--- config.mk ---
export PLATFORM = sky130hd
export DESIGN_NAME = encoder_gyro_odometry
export DESIGN_NICKNAME = d
export VERILOG_FILES = /design/src/hdl/egodo_pkg.sv /design/src/hdl/egodo_cfg.sv /design/src/hdl/egodo_div.sv /design/src/hdl/encoder_gyro_odometry.sv
export SDC_FILE = /design/constraint.sdc
export NUM_CORES = 2
export LEC_CHECK = 0
export BUFFER_PORTS_ARGS = -buffer_cell sky130_fd_sc_hd__buf_2
export CELL_PAD_IN_SITES_DETAIL_PLACEMENT = 1
export CELL_PAD_IN_SITES_GLOBAL_PLACEMENT = 1
export CORE_MARGIN = 4
export CORE_UTILIZATION = 49
export DETAILED_ROUTE_END_ITERATION = 7
export HOLD_SLACK_MARGIN = 0.08
export PLACE_DENSITY = 0.94
export RECOVER_POWER = 50
export SLEW_MARGIN = 20
export SYNTH_ARGS = -nofsm -noshare
export SYNTH_HDL_FRONTEND = slang
export SYNTH_SLANG_ARGS = --single-unit
--- constraint.sdc ---
create_clock -name i_clk -period 11.7 [get_ports i_clk]
set_clock_uncertainty 0.2 [all_clocks]
set_input_delay 2.34 -clock i_clk [delete_from_list [all_inputs] [get_ports i_clk]]
set_output_delay 2.34 -clock i_clk [all_outputs]
set_load 0.005 [all_outputs]
--- src/hdl/egodo_pkg.sv ---
// Shared constants, types and helpers for the encoder/gyro odometry block.
// No dependencies; the register file, divider and top-level files import this package.
package egodo_pkg;

    // field widths
    localparam int ENC_W  = 12;
    localparam int FRAC_W = 16;
    localparam int CFG_W  = 16;
    localparam int GYRO_W = 16;
    localparam int SPD_W  = 32;
    localparam int ACC_W  = 48;

    // datapath widths
    localparam int RAW_W   = ENC_W + CFG_W + 1;     // count delta times mm per pulse
    localparam int GDIF_W  = GYRO_W + 1;            // offset minus sample
    localparam int G_W     = GDIF_W + 7;            // times 70, millideg/s
    localparam int RADC_W  = 18;
    localparam int LPN_W   = SPD_W + 5;             // raw + 9*old + 5
    localparam int HDN_W   = G_W + FRAC_W + 1;      // g*2^F + 500000
    localparam int RR_W    = G_W + RADC_W;          // g times rad-per-mdeg constant

    // serial radix-4 divider
    localparam int DIV_NUM_W  = 40;
    localparam int DIV_DEN_W  = 20;
    localparam int DIV_DIGITS = DIV_NUM_W / 2;
    localparam int DIV_CNT_W  = $clog2(DIV_DIGITS);

    localparam logic [DIV_DEN_W-1:0]    LP_DEN    = 20'd10;
    localparam logic [DIV_DEN_W-1:0]    HEAD_DEN  = 20'd1000000;
    localparam logic [RADC_W-1:0]       RAD_PER_MDEG_Q32 = 18'd74961;
    localparam logic signed [LPN_W-1:0] LP_BIAS   = 37'sd5;
    localparam logic signed [HDN_W-1:0] HEAD_BIAS = 41'sd500000;
    localparam logic signed [RR_W-1:0]  RATE_BIAS = 42'sd32768;   // 2^(31-F)
    localparam int RATE_SHIFT = 32 - FRAC_W;

    // register port
    localparam int APB_AW = 3;
    localparam int APB_DW = 32;
    localparam logic [CFG_W-1:0] MMPP_RESET = 16'd1311;

    typedef enum logic {
        REG_GYRO_OFFSET  = 1'b0,
        REG_MM_PER_PULSE = 1'b1
    } t_reg_idx;

    typedef struct packed {
        logic signed [GYRO_W-1:0] gyro_offset;
        logic [CFG_W-1:0]         mm_per_pulse;
    } t_cfg;

    typedef struct packed {
        logic done;
        logic rem_nz;
    } t_div_stat;

    localparam logic signed [ACC_W-1:0] ACC_MAX = {1'b0, {(ACC_W-1){1'b1}}};
    localparam logic signed [ACC_W-1:0] ACC_MIN = {1'b1, {(ACC_W-1){1'b0}}};

    function automatic logic signed [ACC_W-1:0] sat_acc(input logic signed [ACC_W:0] v);
        logic signed [ACC_W-1:0] res;
        if (v[ACC_W] != v[ACC_W-1]) begin
            res = v[ACC_W] ? ACC_MIN : ACC_MAX;
        end else begin
            res = v[ACC_W-1:0];
        end
        return res;
    endfunction

endpackage

--- src/hdl/egodo_cfg.sv ---
// APB-style register file: gyro offset and wheel travel per count.
// Depends on egodo_pkg.
module egodo_cfg import egodo_pkg::*; (
    input  logic              i_clk,
    input  logic              i_rst_n,
    input  logic              psel,
    input  logic              penable,
    input  logic              pwrite,
    input  logic [APB_AW-1:0] paddr,
    input  logic [APB_DW-1:0] pwdata,
    output logic [APB_DW-1:0] prdata,
    output logic              pready,
    output t_cfg              o_cfg
);

    logic signed [GYRO_W-1:0] r_gyro_offset;
    logic [CFG_W-1:0]         r_mm_per_pulse;
    t_reg_idx                 w_idx;
    logic                     w_wr;

    // word addressing, low two bits ignored
    assign w_idx  = t_reg_idx'(paddr[APB_AW-1:2]);
    assign w_wr   = psel && penable && pwrite;
    assign pready = 1'b1;

    always_ff @(posedge i_clk) begin
        if (!i_rst_n) begin
            r_gyro_offset  <= '0;
            r_mm_per_pulse <= MMPP_RESET;
        end else if (w_wr) begin
            unique case (w_idx)
                REG_GYRO_OFFSET:  r_gyro_offset  <= pwdata[GYRO_W-1:0];
                REG_MM_PER_PULSE: r_mm_per_pulse <= pwdata[CFG_W-1:0];
            endcase
        end
    end

    always_comb begin
        unique case (w_idx)
            REG_GYRO_OFFSET:  prdata = {{(APB_DW-GYRO_W){1'b0}}, r_gyro_offset};
            REG_MM_PER_PULSE: prdata = {{(APB_DW-CFG_W){1'b0}}, r_mm_per_pulse};
        endcase
    end

    assign o_cfg.gyro_offset  = r_gyro_offset;
    assign o_cfg.mm_per_pulse = r_mm_per_pulse;

endmodule

--- src/hdl/egodo_div.sv ---
// Radix-4 restoring divider: unsigned numerator shifted in two bits per cycle.
// Depends on egodo_pkg. Quotient and remainder flag valid with the done pulse.
module egodo_div import egodo_pkg::*; (
    input  logic                 i_clk,
    input  logic                 i_rst_n,
    input  logic                 i_start,
    input  logic [DIV_NUM_W-1:0] i_num,
    input  logic [DIV_DEN_W-1:0] i_den,
    output logic [DIV_NUM_W-1:0] o_quot,
    output t_div_stat            o_stat
);

    localparam int TW = DIV_DEN_W + 2;

    logic [DIV_NUM_W-1:0] r_shift;
    logic [DIV_DEN_W-1:0] r_rem;
    logic [DIV_CNT_W-1:0] r_cnt;
    logic                 r_busy;
    logic                 r_done;

    logic [TW-1:0] w_trial;
    logic [TW-1:0] w_d1;
    logic [TW-1:0] w_d2;
    logic [TW-1:0] w_d3;
    logic [TW-1:0] w_diff;
    logic [1:0]    w_digit;

    always_comb begin
        w_trial = {r_rem, r_shift[DIV_NUM_W-1 -: 2]};
        w_d1    = TW'(i_den);
        w_d2    = TW'({i_den, 1'b0});
        w_d3    = w_d1 + w_d2;
        if (w_trial >= w_d3) begin
            w_digit = 2'd3;
            w_diff  = w_trial - w_d3;
        end else if (w_trial >= w_d2) begin
            w_digit = 2'd2;
            w_diff  = w_trial - w_d2;
        end else if (w_trial >= w_d1) begin
            w_digit = 2'd1;
            w_diff  = w_trial - w_d1;
        end else begin
            w_digit = 2'd0;
            w_diff  = w_trial;
        end
    end

    // quotient digits enter at the bottom as numerator digits leave the top
    always_ff @(posedge i_clk) begin
        if (!i_rst_n) begin
            r_busy <= 1'b0;
            r_done <= 1'b0;
            r_cnt  <= '0;
        end else begin
            r_done <= r_busy && (r_cnt == '0);
            if (i_start) begin
                r_shift <= i_num;
                r_rem   <= '0;
                r_cnt   <= DIV_CNT_W'(DIV_DIGITS - 1);
                r_busy  <= 1'b1;
            end else if (r_busy) begin
                r_shift <= {r_shift[DIV_NUM_W-3:0], w_digit};
                r_rem   <= w_diff[DIV_DEN_W-1:0];
                r_cnt   <= r_cnt - DIV_CNT_W'(1);
                if (r_cnt == '0) begin
                    r_busy <= 1'b0;
                end
            end
        end
    end

    assign o_quot        = r_shift;
    assign o_stat.done   = r_done;
    assign o_stat.rem_nz = |r_rem;

endmodule

--- src/hdl/encoder_gyro_odometry.sv ---
// Wheel-encoder and yaw-gyro odometry: one result per accepted sample set.
// A new sample set is taken only once the sequencer is back in idle; the wait is
// set by the 20 radix-4 steps of the serial dividers (low-pass by 10 and heading
// by 10^6 run side by side) and by a stalled result slot.
// Synchronous active-low reset clears all odometry state and restores the
// register reset values; no clearing pass is needed.
module encoder_gyro_odometry import egodo_pkg::*; (
    input  logic                     i_clk,
    input  logic                     i_rst_n,
    // sample channel
    input  logic                     i_valid,
    output logic                     o_stall,
    input  logic [ENC_W-1:0]         i_right_angle,
    input  logic [ENC_W-1:0]         i_left_angle,
    input  logic signed [GYRO_W-1:0] i_gyro_yaw,
    // result channel
    output logic                     o_valid,
    input  logic                     i_stall,
    output logic signed [SPD_W-1:0]  o_body_speed,
    output logic signed [SPD_W-1:0]  o_last_body_speed,
    output logic signed [ACC_W-1:0]  o_speed_integral,
    output logic signed [ACC_W-1:0]  o_distance,
    output logic signed [SPD_W-1:0]  o_yaw_rate,
    output logic signed [SPD_W-1:0]  o_last_yaw_rate,
    output logic signed [ACC_W-1:0]  o_yaw_rate_integral,
    output logic signed [ACC_W-1:0]  o_heading,
    // register port
    input  logic                     psel,
    input  logic                     penable,
    input  logic                     pwrite,
    input  logic [APB_AW-1:0]        paddr,
    input  logic [APB_DW-1:0]        pwdata,
    output logic [APB_DW-1:0]        prdata,
    output logic                     pready
);

    typedef enum logic [2:0] {
        S_IDLE, S_PREP, S_MUL, S_START, S_DIV, S_FIX, S_AVG, S_ACC
    } t_state;

    t_state r_state;
    t_cfg   w_cfg;

    // captured sample
    logic [ENC_W-1:0]         r_in_right;
    logic [ENC_W-1:0]         r_in_left;
    logic signed [GYRO_W-1:0] r_in_gyro;

    // odometry state
    logic [ENC_W-1:0]        r_prev_right;
    logic [ENC_W-1:0]        r_prev_left;
    logic signed [SPD_W-1:0] r_filt_r;
    logic signed [SPD_W-1:0] r_filt_l;
    logic signed [SPD_W-1:0] r_speed_now;
    logic signed [SPD_W-1:0] r_speed_before;
    logic signed [ACC_W-1:0] r_speed_sum;
    logic signed [ACC_W-1:0] r_travelled;
    logic signed [SPD_W-1:0] r_rate_now;
    logic signed [SPD_W-1:0] r_rate_before;
    logic signed [ACC_W-1:0] r_rate_sum;
    logic signed [ACC_W-1:0] r_yaw_angle;
    logic                    r_out_valid;

    // intermediates
    logic signed [RAW_W-1:0] r_raw_r;
    logic signed [RAW_W-1:0] r_raw_l;
    logic signed [G_W-1:0]   r_g;
    logic signed [LPN_W-1:0] r_num_r;
    logic signed [LPN_W-1:0] r_num_l;
    logic signed [HDN_W-1:0] r_num_h;
    logic signed [RR_W-1:0]  r_rr;
    logic                    r_start;
    logic                    r_neg_r;
    logic                    r_neg_l;
    logic                    r_neg_h;
    logic [DIV_NUM_W-1:0]    r_mag_r;
    logic [DIV_NUM_W-1:0]    r_mag_l;
    logic [DIV_NUM_W-1:0]    r_mag_h;
    logic signed [SPD_W-1:0] r_head_inc;
    logic signed [SPD_W-1:0] r_speed_new;
    logic signed [RAW_W-1:0] r_trav_inc;
    logic signed [SPD_W-1:0] r_rate_new;

    // next values
    logic signed [ENC_W-1:0]  n_delta_r;
    logic signed [ENC_W-1:0]  n_delta_l;
    logic signed [RAW_W-1:0]  n_raw_r;
    logic signed [RAW_W-1:0]  n_raw_l;
    logic signed [GDIF_W-1:0] n_gdiff;
    logic signed [G_W-1:0]    n_gext;
    logic signed [G_W-1:0]    n_g;
    logic signed [LPN_W-1:0]  n_fr;
    logic signed [LPN_W-1:0]  n_fl;
    logic signed [LPN_W-1:0]  n_num_r;
    logic signed [LPN_W-1:0]  n_num_l;
    logic signed [HDN_W-1:0]  n_num_h;
    logic signed [RR_W-1:0]   n_rr;
    logic signed [LPN_W-1:0]  n_abs_r;
    logic signed [LPN_W-1:0]  n_abs_l;
    logic signed [HDN_W-1:0]  n_abs_h;
    logic signed [DIV_NUM_W:0] n_q_r;
    logic signed [DIV_NUM_W:0] n_q_l;
    logic signed [DIV_NUM_W:0] n_q_h;
    logic signed [SPD_W:0]    n_fsum;
    logic signed [RAW_W:0]    n_rsum;
    logic signed [RR_W-1:0]   n_rr_b;
    logic signed [SPD_W-1:0]  n_speed_new;
    logic signed [RAW_W-1:0]  n_trav_inc;
    logic signed [SPD_W-1:0]  n_rate_new;
    logic signed [ACC_W-1:0]  n_speed_sum;
    logic signed [ACC_W-1:0]  n_travelled;
    logic signed [ACC_W-1:0]  n_rate_sum;
    logic signed [ACC_W-1:0]  n_yaw_angle;

    // divider side
    logic [DIV_NUM_W-1:0] w_quot_r;
    logic [DIV_NUM_W-1:0] w_quot_l;
    logic [DIV_NUM_W-1:0] w_quot_h;
    t_div_stat            w_stat_r;
    t_div_stat            w_stat_l;
    t_div_stat            w_stat_h;
    logic                 w_div_done;
    logic                 w_in_xfer;
    logic                 w_out_free;

    egodo_cfg u_cfg (
        .i_clk   (i_clk),
        .i_rst_n (i_rst_n),
        .psel    (psel),
        .penable (penable),
        .pwrite  (pwrite),
        .paddr   (paddr),
        .pwdata  (pwdata),
        .prdata  (prdata),
        .pready  (pready),
        .o_cfg   (w_cfg)
    );

    egodo_div u_div_r (
        .i_clk   (i_clk),
        .i_rst_n (i_rst_n),
        .i_start (r_start),
        .i_num   (r_mag_r),
        .i_den   (LP_DEN),
        .o_quot  (w_quot_r),
        .o_stat  (w_stat_r)
    );

    egodo_div u_div_l (
        .i_clk   (i_clk),
        .i_rst_n (i_rst_n),
        .i_start (r_start),
        .i_num   (r_mag_l),
        .i_den   (LP_DEN),
        .o_quot  (w_quot_l),
        .o_stat  (w_stat_l)
    );

    egodo_div u_div_h (
        .i_clk   (i_clk),
        .i_rst_n (i_rst_n),
        .i_start (r_start),
        .i_num   (r_mag_h),
        .i_den   (HEAD_DEN),
        .o_quot  (w_quot_h),
        .o_stat  (w_stat_h)
    );

    assign w_div_done = w_stat_r.done && w_stat_l.done && w_stat_h.done;
    assign o_stall    = (r_state != S_IDLE);
    assign w_in_xfer  = i_valid && !o_stall;
    assign w_out_free = !(r_out_valid && i_stall);

    always_comb begin
        // right wheel runs mirrored, so its delta is taken the other way round
        n_delta_r = signed'(r_prev_right - r_in_right);
        n_delta_l = signed'(r_in_left - r_prev_left);
        n_raw_r   = n_delta_r * signed'({1'b0, w_cfg.mm_per_pulse});
        n_raw_l   = n_delta_l * signed'({1'b0, w_cfg.mm_per_pulse});
        n_gdiff   = signed'({w_cfg.gyro_offset[GYRO_W-1], w_cfg.gyro_offset}
                    - {r_in_gyro[GYRO_W-1], r_in_gyro});
        n_gext    = G_W'(n_gdiff);
        n_g       = (n_gext <<< 6) + (n_gext <<< 2) + (n_gext <<< 1);

        // low-pass numerators raw + 9*old + 5, heading numerator and yaw-rate product
        n_fr    = LPN_W'(r_filt_r);
        n_fl    = LPN_W'(r_filt_l);
        n_num_r = LPN_W'(r_raw_r) + (n_fr <<< 3) + n_fr + LP_BIAS;
        n_num_l = LPN_W'(r_raw_l) + (n_fl <<< 3) + n_fl + LP_BIAS;
        n_num_h = (HDN_W'(r_g) <<< FRAC_W) + HEAD_BIAS;
        n_rr    = r_g * signed'({1'b0, RAD_PER_MDEG_Q32});

        n_abs_r = r_num_r[LPN_W-1] ? -r_num_r : r_num_r;
        n_abs_l = r_num_l[LPN_W-1] ? -r_num_l : r_num_l;
        n_abs_h = r_num_h[HDN_W-1] ? -r_num_h : r_num_h;

        // floor of a negative quotient rounds away from zero on a remainder
        n_q_r = signed'({1'b0, w_quot_r}) + (DIV_NUM_W+1)'(w_stat_r.rem_nz && r_neg_r);
        n_q_l = signed'({1'b0, w_quot_l}) + (DIV_NUM_W+1)'(w_stat_l.rem_nz && r_neg_l);
        n_q_h = signed'({1'b0, w_quot_h}) + (DIV_NUM_W+1)'(w_stat_h.rem_nz && r_neg_h);
        if (r_neg_r) n_q_r = -n_q_r;
        if (r_neg_l) n_q_l = -n_q_l;
        if (r_neg_h) n_q_h = -n_q_h;

        n_fsum      = (SPD_W+1)'(r_filt_r) + (SPD_W+1)'(r_filt_l);
        n_speed_new = n_fsum[SPD_W:1];
        n_rsum      = (RAW_W+1)'(r_raw_r) + (RAW_W+1)'(r_raw_l);
        n_trav_inc  = n_rsum[RAW_W:1];
        n_rr_b      = r_rr + RATE_BIAS;
        n_rate_new  = SPD_W'(n_rr_b >>> RATE_SHIFT);

        n_speed_sum = sat_acc((ACC_W+1)'(r_speed_sum) + (ACC_W+1)'(r_speed_new));
        n_travelled = sat_acc((ACC_W+1)'(r_travelled) + (ACC_W+1)'(r_trav_inc));
        n_rate_sum  = sat_acc((ACC_W+1)'(r_rate_sum) + (ACC_W+1)'(r_rate_new));
        n_yaw_angle = sat_acc((ACC_W+1)'(r_yaw_angle) + (ACC_W+1)'(r_head_inc));
    end

    always_ff @(posedge i_clk) begin
        if (!i_rst_n) begin
            r_state        <= S_IDLE;
            r_start        <= 1'b0;
            r_out_valid    <= 1'b0;
            r_prev_right   <= '0;
            r_prev_left    <= '0;
            r_filt_r       <= '0;
            r_filt_l       <= '0;
            r_speed_now    <= '0;
            r_speed_before <= '0;
            r_speed_sum    <= '0;
            r_travelled    <= '0;
            r_rate_now     <= '0;
            r_rate_before  <= '0;
            r_rate_sum     <= '0;
            r_yaw_angle    <= '0;
        end else begin
            r_start <= (r_state == S_START);
            if ((r_state == S_ACC) && w_out_free) begin
                r_out_valid <= 1'b1;
            end else if (r_out_valid && !i_stall) begin
                r_out_valid <= 1'b0;
            end
            unique case (r_state)
                S_IDLE: begin
                    if (w_in_xfer) begin
                        r_in_right <= i_right_angle;
                        r_in_left  <= i_left_angle;
                        r_in_gyro  <= i_gyro_yaw;
                        r_state    <= S_PREP;
                    end
                end
                S_PREP: begin
                    r_raw_r      <= n_raw_r;
                    r_raw_l      <= n_raw_l;
                    r_g          <= n_g;
                    r_prev_right <= r_in_right;
                    r_prev_left  <= r_in_left;
                    r_state      <= S_MUL;
                end
                S_MUL: begin
                    r_num_r <= n_num_r;
                    r_num_l <= n_num_l;
                    r_num_h <= n_num_h;
                    r_rr    <= n_rr;
                    r_state <= S_START;
                end
                S_START: begin
                    r_neg_r <= r_num_r[LPN_W-1];
                    r_neg_l <= r_num_l[LPN_W-1];
                    r_neg_h <= r_num_h[HDN_W-1];
                    r_mag_r <= DIV_NUM_W'(unsigned'(n_abs_r));
                    r_mag_l <= DIV_NUM_W'(unsigned'(n_abs_l));
                    r_mag_h <= n_abs_h[DIV_NUM_W-1:0];
                    r_state <= S_DIV;
                end
                S_DIV: begin
                    if (w_div_done) begin
                        r_state <= S_FIX;
                    end
                end
                S_FIX: begin
                    r_filt_r   <= n_q_r[SPD_W-1:0];
                    r_filt_l   <= n_q_l[SPD_W-1:0];
                    r_head_inc <= n_q_h[SPD_W-1:0];
                    r_state    <= S_AVG;
                end
                S_AVG: begin
                    r_speed_new <= n_speed_new;
                    r_trav_inc  <= n_trav_inc;
                    r_rate_new  <= n_rate_new;
                    r_state     <= S_ACC;
                end
                S_ACC: begin
                    // state doubles as the output register; commit once the slot is free
                    if (w_out_free) begin
                        r_speed_before <= r_speed_now;
                        r_speed_now    <= r_speed_new;
                        r_speed_sum    <= n_speed_sum;
                        r_travelled    <= n_travelled;
                        r_rate_before  <= r_rate_now;
                        r_rate_now     <= r_rate_new;
                        r_rate_sum     <= n_rate_sum;
                        r_yaw_angle    <= n_yaw_angle;
                        r_state        <= S_IDLE;
                    end
                end
            endcase
        end
    end

    assign o_valid             = r_out_valid;
    assign o_body_speed        = r_speed_now;
    assign o_last_body_speed   = r_speed_before;
    assign o_speed_integral    = r_speed_sum;
    assign o_distance          = r_travelled;
    assign o_yaw_rate          = r_rate_now;
    assign o_last_yaw_rate     = r_rate_before;
    assign o_yaw_rate_integral = r_rate_sum;
    assign o_heading           = r_yaw_angle;

endmodule

Word-level counts from Yosys, hierarchy flattened:

Index checks and enable logic that the tools add are counted.

* multipliers: 3
* add/subtract/negate cells: 40
* reductions and logical operators: 43
* eq/ne operators: 14
* multiplexer cells: 63
* $lt $le $gt $ge: 9
* bitwise operators: 3

Operators with widths (number)
* two-way mux 48 bit: 8
* two-way mux 20 bit: 12
* two-way mux 40 bit: 5
* adder 48 x 32 -> 49 bit: 2
* adder 32 x 1 -> 32 bit: 3
* two-way mux 32 bit: 3
* negation 32 bit: 3
* >= comparator 22 x 5 -> 1 bit (second input constant): 4
* subtractor 20 x 5 -> 20 bit (second input constant): 4
* adder 36 x 32 -> 37 bit: 2
* adder 37 x 4 -> 37 bit (second input constant): 2
* two-way mux 37 bit: 2
* negation 37 bit: 2
* adder 29 x 35 -> 36 bit: 2
* two-way mux 36 bit: 2
* one-hot mux 32 bit (2 select lines): 1
* OR reduction 20 bit: 3
* subtractor 20 bit (second input constant): 3
* multiplier 12 x 17 -> 29 bit: 2
* adder 48 x 26 -> 49 bit: 1
* adder 48 x 29 -> 49 bit: 1
* >= comparator 22 x 4 -> 1 bit (second input constant): 2
* adder 42 x 17 -> 42 bit (second input constant): 1
* multiplier 24 x 18 -> 42 bit (second input constant): 1
* other kinds (33): 104

* input bits: 82
* output and inout port bits: 355
* flip-flop bits (word level): 1149
* logic and storage cells: 234

Logic depth before layout (Yosys ltp):

* word-level depth: 6
* mapped depth: 35
* depth with buffers taken out: 35

Modules after synthesis:

Synthesis repeated with hierarchy kept, for this count alone.

* cells, all modules: 11010
* area, all modules: 99155.1 um2

Modules (own cells, without submodules)
* encoder_gyro_odometry: cells an instance 8482, instances 1, area an instance 75850.2 um2
* egodo_div at u_div_h: cells an instance 800, instances 1, area an instance 7370.8 um2
* egodo_div at u_div_l: cells an instance 802, instances 1, area an instance 7313.3 um2
* egodo_div at u_div_r: cells an instance 757, instances 1, area an instance 6990.5 um2
* egodo_cfg: cells an instance 169, instances 1, area an instance 1630.3 um2

Worst setup path after synthesis:

Ideal clock, no wire load.

* path kind: input to register
* start point: in i_rst_n
* end point: reg r_mag_h[14], enable pin
* stages: 4
* slack: 976 ps
* data arrival time: 9839 ps
* required time: 10816 ps
* library setup time: 684 ps
* cell sequence: clkbuf_1 -> inv_2 -> clkbuf_1 -> nor3_1

* cells in the longest elaborated chain, start to end: 1

RTL lines
* from (decl): line encoder_gyro_odometry.sv:9 `input logic i_rst_n,`
* AND reduction 2 bit (no source line)
* to (signal assigned): line encoder_gyro_odometry.sv:272 `r_mag_h <= n_abs_h[DIV_NUM_W-1:0];`
* to (decl): line encoder_gyro_odometry.sv:78 `logic [DIV_NUM_W-1:0] r_mag_h;`

Every way passes these cells.
A chain may end at the register's enable or synchronous reset.

Worst setup path in the final report:

* start point: reg r_in_right[1]
* end point: reg r_raw_r[25] (data pin)

* cells in the longest elaborated chain, start to end: 2

RTL lines
* from (decl): line encoder_gyro_odometry.sv:45 `logic [ENC_W-1:0] r_in_right;`
* from (signal assigned): line encoder_gyro_odometry.sv:245 `r_in_right <= i_right_angle;`
* subtractor 12 bit: line encoder_gyro_odometry.sv:176 `n_delta_r = signed'(r_prev_right - r_in_right);`
* multiplier 12 x 17 -> 29 bit: line encoder_gyro_odometry.sv:178 `n_raw_r = n_delta_r * signed'({1'b0, w_cfg.mm_per_pulse});`
* via n_raw_r[25]: line encoder_gyro_odometry.sv:87 `logic signed [RAW_W-1:0] n_raw_r;`
* to (signal assigned): line encoder_gyro_odometry.sv:252 `r_raw_r <= n_raw_r;`
* to (decl): line encoder_gyro_odometry.sv:65 `logic signed [RAW_W-1:0] r_raw_r;`

The timed path passes the listed nets, and every way through them passes these cells.

==> key figures <==
Timing
  • Final Hold Fails: 0
  • Fmax: 96.6 MHz
  • Final setup TNS: 0 ns
  • Max Slew Vio Count: 585
  • Max-slew headroom: -143%
  • RSZ-0062 raised after global routing: no
  • Fin crit share: 88.5%
  • Minimum period implied by the final worst setup slack: 10.35 ns
  • Final setup vio count: 0
  • Slew @ Worst Pin: 3.64 ns

Yosys
  • Post-synth top flop: edfxtp_1
  • Synth warn: 0
  • #FFs+latches synth: 1100
  • Asr flop ratio synth: 0%
  • Top-count cell post-synth: nand2_1
  • Number of flops mapped to enable cells by yosys: 646
  • Synthesized area per cell: 9.20 µm²
  • Synthesized instance count: 9390
  • Sequential cell area fraction in the yosys report: 33.0%
  • Post-synth top cells: nand2_1 (1067), a21oi_1 (906), inv_1 (871)
  • Top cell type by total area after synthesis: edfxtp_1
  • Synth cell types: 102
  • Area share of the largest cell type after synthesis: 22.5%
  • Synth top area cells: edfxtp_1 (22%), ha_1 (11%), fa_1 (11%), dfxtp_1 (11%), xnor2_1 (5.6%)
  • Synthesized area: 86400 µm²

Floorplan
  • Total I/O pin count: 437
  • Die area: 183000 µm²
  • CORE AREA: 175000 µm²
  • Die Span X: 428 µm
  • Std-Cell Rows: 153
  • DIE HEIGHT: 428 µm
  • Initial Util: 49.5%

Finish
  • Nets: 10900
  • Post-layout util: 54.1%
  • Area grow syn2layout: 9.22%
  • FF/Latch Area: 28500 µm²
  • Share of layout cells above drive strength 1: 7.02%
  • Design Area, Final: 94400 µm²
  • Layout fillers: 20000
  • Multi-input gate area: 53200 µm²

Route
  • Routed wire length: 313000 µm
  • DR iter-0 viols: 6336
  • Via count: 74900
  • Via/cell ratio: 6.23
  • Final ANT Viol Nets: 0
  • Drt wl/cell: 26.0 µm
  • DR DRC count: 0
  • DRT Pass-1 Iters: 6

Power and ir drop
  • Worst vdd ir: 0.256 mV
  • PD cells: 206 nW/µm²
  • Total power: 19.5 mW
  • Lkg Pwr: 40.3 nW

GRT
  • Gr usage total: 33.2%
  • Initial antenna violation count: 9
  • Remaining global-route overflow: 0
  • Largest net degree at the start of global routing: 176
  • Number of global-route vias before repair: 81400
  • First-pass GRT wire length: 483000 µm

Clock tree
  • CTS sink count: 1100
  • CTS Hold Buffers Added: 0
  • Htree depth: 3
  • Clk buf depth: 3
  • Worst-Skew Late Latency: 0.80 ns
  • Buffer count from post-CTS setup fixing: 0
  • Num CTS Buffers: 121
  • CTS clk-pin slew, worst paths: 0.07 ns
  • Clock root cell: clkbuf_16
  • CTS tree: done
  • Cts repair resizes: 0

Setup path
  • Critical Path Slowest Stage Cell: a2111oi_0
  • Critical Path End Type: flop
  • Worst r2r path cells: 32
  • Crit start category: flop
  • Worst R2R End: r_raw_r[25]
  • R2R setup slack: 1.35 ns
  • Worst Setup EP: r_raw_r[25]
  • CP Data Arrival Time: 10.75 ns
  • Reg2reg start: r_in_right[1]
  • Crit path kind: reg2reg
  • Maximum fanout along the worst path: 18
  • Critical path startpoint: r_in_right[1]
  • CP required: 12.09 ns
  • CP max stage delay: 0.89 ns

Placed design
  • I/O Buffers: 401
  • Placed Area: 90500 µm²
  • DP HPWL: 231000 µm
  • Routability cong.: 0.951

Min path
  • Worst min-delay path class: reg2reg

Run status
  • Violations in the final reports: max-capacitance violations, max-slew violations
  • Status: finished, violations left

Flow run
  • Max-Cap Viols: 12
[power breakdown]
part / switching (mW) / internal (mW)
Combinational: 6.30 / 4.02
Sequential: 0.287 / 4.82
Clock: 1.77 / 2.28
[placed cells by master (no fill, tap or decap), drive strengths merged, types with 21 or more instances in the layout]
cell type,netlist,layout
nor2b,101,101
a21o,204,204
a31oi,56,56
nor3,140,140
and3,93,93
or2,21,21
a21boi,38,38
nor4,26,26
fa,467,467
nor2,469,469
or3,68,68
ha,751,751
o211ai,23,23
and2,134,134
nand2,1067,1067
a221oi,21,21
nand3,189,189
a21oi,906,906
nand4,53,53
edfxtp,646,646
inv,872,877
o21bai,54,54
buf,71,306
mux2,108,108
or4,27,27
xor2,227,227
dfxtp,454,454
maj3,29,29
clkinv,1,48
o31ai,45,45
o21ai,605,605
xnor2,550,550
nand2b,125,125
o21a,72,72
clkbuf,345,333
a211oi,70,70
[metal layers]
layer,wire (µm),up-vias,track usage (%)
li1,-,32800,-
met1,113000,37600,37.3
met2,153000,3368,57.4
met3,21100,1216,5.84
met4,26300,6,22.6
met5,42,-,0
[sequential cells by signal (all words and copies together), names as in the netlist, 37 cells and up]
name,cells
u_div_l.o_quot,40
r_mag_r,37
o_heading,48
r_mag_l,37
r_num_r,37
o_speed_integral,48
u_div_r.o_quot,40
u_div_h.o_quot,40
o_yaw_rate_integral,48
o_distance,48
r_num_l,37
[how the worst min path moves through the flow]
stage | from | end | slack (ns) | cells past startpoint
6_report | o_last_body_speed[10] | o_last_body_speed[10] | 0.26 | 2
5_1_grt | o_last_body_speed[26] | o_last_body_speed[26] | 0.28 | 2
4_1_cts | o_last_body_speed[30] | o_last_body_speed[30] | 0.26 | 2
3_5_place_dp | o_last_yaw_rate[3] | o_last_yaw_rate[3] | 0.25 | 2
3_3_place_gp | o_last_body_speed[31] | o_last_body_speed[31] | 0.24 | 2
2_1_floorplan | r_num_h[40] | r_mag_h[14] | 0.22 | 0
[cell type report]
class	instances	area share (%)
multi-input combinational	7016	56.3
sequential	1100	30.2
clock buffer	161	3.57
inverter	873	3.47
tap	2325	3.08
timing repair buffer	478	2.55
clock inverter	68	0.795
antenna	1	0.00265
[per-stage QoR]
| stage | std cells | hold slack [ns] | worst slack, ns |
|---|---|---|---|
| floorplan | 9405 | 0.224 | 0.976 |
| global placement | 11800 | 0.238 | 2.78 |
| detailed placement | 11800 | 0.247 | 1.96 |
| CTS | 12000 | 0.258 | 1.51 |
| global route | 12000 | 0.280 | 0.893 |
| finish | 12000 | 0.258 | 1.35 |
[logic make-up after synthesis]
family          after synthesis  share of synthesized area (%)
buf+inv                    1289                           5.76
xor+xnor                    777                           7.88
simple gates               2591                           14.2
mux                         125                           1.62
fa+ha+maj                  1247                           22.0
flops                      1100                           33.0
other cells                   2                        0.00869
compound gates             2259                           15.6
[worst max-delay path: cells and delay by family, from the launching register on]
kind	cells	cell delay, ns
XOR/XNOR	1	0.29
AO/OA/AOI/OAI	15	4.38
AND/OR/NAND/NOR	5	1.28
buffers and inverters	4	0.26
adder cells (fa/ha/maj)	7	3.37
flip-flops	1	0.37
Note: power is estimated with default switching activity, not from simulation.
